--- config.mk ---
export PLATFORM = sky130hd
export DESIGN_NAME = sorted_priority_queue
export DESIGN_NICKNAME = d
export VERILOG_FILES = /design/src/rtl/spq_pkg.sv /design/src/rtl/spq_cell.sv /design/src/rtl/sorted_priority_queue.sv
export SDC_FILE = /design/constraint.sdc
export NUM_CORES = 1
export LEC_CHECK = 0
export ABC_AREA = 1
export BUFFER_PORTS_ARGS = -buffer_cell sky130_fd_sc_hd__buf_4
export CAP_MARGIN = 15
export CELL_PAD_IN_SITES_DETAIL_PLACEMENT = 1
export CELL_PAD_IN_SITES_GLOBAL_PLACEMENT = 1
export CORE_MARGIN = 2
export CORE_UTILIZATION = 44
export CTS_CLUSTER_DIAMETER = 30
export DETAILED_ROUTE_END_ITERATION = 16
export PLACE_DENSITY_LB_ADDON = 0.1
export RECOVER_POWER = 100
export SYNTH_ARGS = -nofsm -noshare
export SYNTH_HDL_FRONTEND = slang
export SYNTH_HIERARCHICAL = 1
export SYNTH_SLANG_ARGS = --single-unit
--- constraint.sdc ---
create_clock -name clk -period 3 [get_ports clk]
set_input_delay 0.15 -clock clk [delete_from_list [all_inputs] [get_ports clk]]
set_output_delay 0.15 -clock clk [all_outputs]
set_load 0.1 [all_outputs]
--- src/rtl/spq_pkg.sv ---
// Shared types and codes for the sorted priority queue.
package spq_pkg;

  localparam logic CMD_INSERT = 1'b0;
  localparam logic CMD_REMOVE = 1'b1;

  localparam logic [1:0] ST_OK        = 2'd0;
  localparam logic [1:0] ST_OVERFLOW  = 2'd1;
  localparam logic [1:0] ST_UNDERFLOW = 2'd2;

  typedef struct packed {
    logic               command;
    logic signed [31:0] item_value;
    logic        [7:0]  priority_req;
  } in_item_t;

  typedef struct packed {
    logic signed [31:0] removed_value;
    logic        [1:0]  status;
  } out_item_t;

  typedef struct packed {
    logic signed [31:0] value;
    logic        [7:0]  prio;
  } entry_t;

  // What a cell shows its neighbors.
  typedef struct packed {
    logic   valid;
    logic   keep;
    entry_t ent;
  } cell_link_t;

  // Operation broadcast to every cell in the same cycle.
  typedef struct packed {
    logic   ins;
    logic   rem;
    entry_t ent;
  } cell_op_t;

endpackage

--- src/rtl/spq_cell.sv ---
// One slot of the sorted queue: holds an entry and moves it along the row.
module spq_cell (
  input  logic               clk,
  input  logic               rst_n,
  input  spq_pkg::cell_op_t   op,
  input  spq_pkg::cell_link_t left_in,
  input  spq_pkg::cell_link_t right_in,
  output spq_pkg::cell_link_t link_out
);

  logic           valid_r;
  logic           valid_nxt;
  spq_pkg::entry_t ent_r;
  spq_pkg::entry_t ent_nxt;
  logic           keep;

  // An entry stays put on insert when its priority is not above the new one.
  assign keep = valid_r && (ent_r.prio <= op.ent.prio);

  assign link_out.valid = valid_r;
  assign link_out.keep  = keep;
  assign link_out.ent   = ent_r;

  always_comb begin
    valid_nxt = valid_r;
    ent_nxt   = ent_r;
    priority if (op.rem) begin
      valid_nxt = right_in.valid;
      ent_nxt   = right_in.ent;
    end else if (op.ins) begin
      priority if (keep) begin
        valid_nxt = valid_r;
      end else if (left_in.valid && !left_in.keep) begin
        valid_nxt = 1'b1;
        ent_nxt   = left_in.ent;
      end else if (left_in.keep) begin
        valid_nxt = 1'b1;
        ent_nxt   = op.ent;
      end else begin
        valid_nxt = valid_r;
      end
    end else begin
      valid_nxt = valid_r;
    end
  end

  always_ff @(posedge clk) begin
    if (!rst_n) begin
      valid_r <= 1'b0;
    end else begin
      valid_r <= valid_nxt;
    end
    ent_r <= ent_nxt;
  end

endmodule

--- src/rtl/sorted_priority_queue.sv ---
// Top level of the sorted priority queue: a row of shifting cells and a result register.
//
// Each input transfer on in_data is either an insert (value and priority number) or a
// remove. Every input transfer yields exactly one result transfer on out_data.
// The queue holds up to SLOTS-1 entries, kept sorted by ascending priority number in a
// row of cells; cell 0 always holds the entry that leaves next. Equal priority numbers
// leave in arrival order, because an insert lands behind every entry whose priority
// number is less than or equal to its own.
// An insert into a full queue reports overflow and a remove from an empty queue reports
// underflow; both leave the contents unchanged and return a removed value of zero.
// Timing: every cell compares against the new entry and shifts toward or away from its
// neighbor in the same cycle, so one item is taken per cycle while the receiver keeps up,
// and its result appears in the output register in the cycle after the input transfer.
// When the receiver stalls, the result waits in the output register and in_ready drops
// until it is taken; an item is accepted in the same cycle that a result is taken.
// After reset (rst_n low, synchronous) the queue is empty and no result is pending.
module sorted_priority_queue #(
  parameter int SLOTS = 16
) (
  input  logic               clk,
  input  logic               rst_n,
  input  logic               in_valid,
  output logic               in_ready,
  input  spq_pkg::in_item_t  in_data,
  output logic               out_valid,
  input  logic               out_ready,
  output spq_pkg::out_item_t out_data
);

  localparam int NCELLS = SLOTS - 1;

  spq_pkg::cell_link_t link [NCELLS];
  spq_pkg::cell_op_t   op;
  spq_pkg::cell_link_t head_left;
  spq_pkg::cell_link_t tail_right;

  logic               out_valid_r;
  spq_pkg::out_item_t out_r;
  spq_pkg::out_item_t out_nxt;
  logic               take;
  logic               full;
  logic               empty;

  // The row is full when its last cell is occupied and empty when its first is not.
  assign full  = link[NCELLS-1].valid;
  assign empty = !link[0].valid;

  // A new item is taken whenever the result register is free or being emptied.
  assign in_ready = !out_valid_r || out_ready;
  assign take     = in_valid && in_ready;

  assign op.ins           = take && (in_data.command == spq_pkg::CMD_INSERT) && !full;
  assign op.rem           = take && (in_data.command == spq_pkg::CMD_REMOVE) && !empty;
  assign op.ent.value     = in_data.item_value;
  assign op.ent.prio      = in_data.priority_req;

  // Ahead of cell 0 sits a virtual entry that always stays, so cell 0 takes the new
  // entry whenever its own entry moves back. Behind the last cell nothing is valid.
  assign head_left.valid  = 1'b1;
  assign head_left.keep   = 1'b1;
  assign head_left.ent    = '0;
  assign tail_right.valid = 1'b0;
  assign tail_right.keep  = 1'b0;
  assign tail_right.ent   = '0;

  for (genvar i = 0; i < NCELLS; i++) begin : g_cell
    spq_pkg::cell_link_t left_sel;
    spq_pkg::cell_link_t right_sel;
    if (i == 0) begin : g_first
      assign left_sel = head_left;
    end else begin : g_mid_l
      assign left_sel = link[i-1];
    end
    if (i == NCELLS - 1) begin : g_last
      assign right_sel = tail_right;
    end else begin : g_mid_r
      assign right_sel = link[i+1];
    end
    spq_cell u_cell (
      .clk      (clk),
      .rst_n    (rst_n),
      .op       (op),
      .left_in  (left_sel),
      .right_in (right_sel),
      .link_out (link[i])
    );
  end

  // Result of the item taken in this cycle; cell 0 holds the entry a remove returns.
  always_comb begin
    out_nxt.removed_value = '0;
    out_nxt.status        = spq_pkg::ST_OK;
    unique case (in_data.command)
      spq_pkg::CMD_INSERT: begin
        if (full) begin
          out_nxt.status = spq_pkg::ST_OVERFLOW;
        end
      end
      spq_pkg::CMD_REMOVE: begin
        if (empty) begin
          out_nxt.status = spq_pkg::ST_UNDERFLOW;
        end else begin
          out_nxt.removed_value = link[0].ent.value;
        end
      end
      default: begin
        out_nxt.status = spq_pkg::ST_OK;
      end
    endcase
  end

  always_ff @(posedge clk) begin
    if (!rst_n) begin
      out_valid_r <= 1'b0;
    end else if (take) begin
      out_valid_r <= 1'b1;
    end else if (out_ready) begin
      out_valid_r <= 1'b0;
    end
    if (take) begin
      out_r <= out_nxt;
    end
  end

  assign out_valid = out_valid_r;
  assign out_data  = out_r;

endmodule

==> flow_summary.toml <==
[pwr]
power_density_nw_per_um2 = 688
total_power_mw = 29.8
combinationalPowerShare = 0.070
switching_power_mw = 7.07
pwr-share-clk = 0.581
ir_drop_mv = 0.520
sw_frac_of_total = 0.237
seq_power_share = 0.349
power.internal_mw = 22.7
p_leak_nw = 18.0

[timing]
setup_viol = 0
fin_skew_ns = 0.0291
fmax_mhz = 365
setup-tns-final_ns = 0
hold_viol_final = 0
tightest_slew_ns = 2.14
final.min_clock_period_ns = 2.74
finalMaxSlewViolations = 68
hold_slack_ns = 0.0961
relSlewSlack = -0.428
fin_crit_sh = 0.914
rsz0062_at_grt = "false"

[setup_path]
critPathTopFamily = "simple AND/OR/NAND/NOR gates"
crit_chain = "ha_1, nand2_1, nand2_1, nand2_1, nand2_1, nand2_1, nand2_1, nand2_1, nand2_1, inv_1, nor2_1, clkinv_1, nand2_1, o22ai_1, inv_1, nand2_1, clkinvlp_2, buf_6"
critical_path_class = "flip-flop to flip-flop"
crit_top_cell = "nand2_1"
cp_max_fo = 40
required_ns = 3.36
arrival_ns = 3.10
startpoint_type = "flip-flop"
slowest_stage = "edfxtp_1"
cp_num_buf_inv = 5
end_kind = "flip-flop"
slowest_delay_ns = 0.48

[cells_and_area]
final-seq-area_um2 = 19400
final_cell_area_um2 = 43300
n_antenna_cell = 0
fillers = 9360
nets = 4521
areaGrowthSynthToFinish_pct = 20.5
multi_input_area_um2 = 14200
drive_above_1_share = 0.0940

[placement]
placed_area_um2 = 37800
dpl.hpwl_um = 73300
portBuffers = 80
place_congestion = 0.805

[detailed_routing]
routedWlPerCell_um = 20.1
drc = 0
postRouteAntennaNets = 0
firstDrtPassIters = 5
dr_total_vias = 30300
wl_um = 112000
drtIter0Drc = 2466
viasPerCell = 5.44

[status]
violations = "capacitance limit, slew limit"
outcome = "complete, but fails checks"

[hold_path]
hold_class = "input port to flip-flop"

[clock_network]
cts_tree = "done"
htreeDepth = 4
cts_buffers = 168
cts_buffer_depth = 3
clkTransAtPathRegs_ns = 0.04
clock_latency_ns = 0.74
cts_setup_buffers = 0
root_buffer = "clkbuf_16"
cts-resized-gates = 0
cts_sinks = 650

[die]
core-area_um2 = 80700
die_area_um2 = 84000
top_level_ports = 81
start_util = 0.445
die_w_um = 290
die_y_um = 290
rows = 104

[global_route]
first_global_vias = 31300
grt_usage = 0.267
overflow = 0
antenna_found_initial = 0
grt_max_degree = 83
grt_pass1_wl_um = 177000

[run]
cap_violations = 2

[logic_synthesis]
syn_area_um2 = 35900
avgSynthCellArea_um2 = 8.60
yosysWarnings = 6
syn-instance-count = 4181
## state kept, by name (all words and copies together), names as in the netlist
| signal | flops |
|---|---|
| g_cell.u_cell/link_out | 600 |
| g_cell.u_cell/valid_r | 15 |
| out_data | 34 |
| out_valid | 1 |
## area by class of cell
cell class                      instances  area share
Clock buffer                          209       0.101
Timing Repair Buffer                  210      0.0418
Inverter                              307      0.0275
Multi-Input combinational cell       3019       0.328
Sequential cell                       650       0.447
Tap cell                             1060      0.0306
Clock inverter                        103      0.0244
## metal layers
metal	share of wire	GRT usage
met2	0.45	0.413
met3	0.054	0.0433
met4	0.020	0.0855
met5	0	0
met1	0.48	0.382
## layout by cell type (no fill, tap or decap), types with 28 or more instances in the layout
cell              n
nand2_1        1398
nor2_1          664
edfxtp_1        634
a31oi_1         600
inv_1           266
clkbuf_16       169
ha_1            120
conb_1           84
buf_4            84
clkbuf_1         80
clkinv_1         49
a21oi_1          46
dlygate4sd3_1    43
nor2_2           32
clkinv_2         28
## worst min-delay path, cell delays in order
cell and delay (ns):
buf_4 0.19, buf_4 0.18, nand2_1 0.06, a31oi_1 0.07
## power groups by stage
| stage | logic, mW | registers (mW) | clock network (mW) |
|---|---|---|---|
| global route | 2.35 | 10.4 | 18.0 |
| floorplan | 1.22 | 10.7 | 0 |
| detailed placement | 2.05 | 10.5 | 0 |
| global placement | 1.96 | 10.5 | 0 |
| CTS | 2.12 | 10.4 | 17.5 |
| finish | 2.10 | 10.4 | 17.3 |
## stage by stage
| stage | setup slack, ns | utilization | std cells |
|---|---|---|---|
| 2_1_floorplan | 0.0864 | - | 4263 |
| 3_3_place_gp | 0.337 | 0.468 | 5203 |
| 4_1_cts | 0.294 | 0.541 | 5558 |
| 5_1_grt | 0.0523 | 0.537 | 5558 |
| 6_report | 0.257 | 0.537 | 5558 |
| 3_5_place_dp | 0.306 | 0.468 | 5203 |
## path summary, 6_finish.rpt
path,end,slack (ns),cells past startpoint,from
worst min-delay path,g_cell[1].u_cell/link_out[5],0.1,4,in_data[5]
worst max register to register,g_cell[14].u_cell/link_out[25],0.26,18,g_cell[13].u_cell/link_out[1]
worst max-delay path,g_cell[14].u_cell/link_out[25],0.26,18,g_cell[13].u_cell/link_out[1]
worst min register to register,g_cell[1].u_cell/valid_r,0.51,2,g_cell[1].u_cell/valid_r
## timing repair
item / in CTS / in global routing
setup endpoints to repair: 0 / 0
hold endpoints to repair: 527 / 0
hold buffers: 43 / 0
Note: power is estimated with default switching activity, not from simulation.
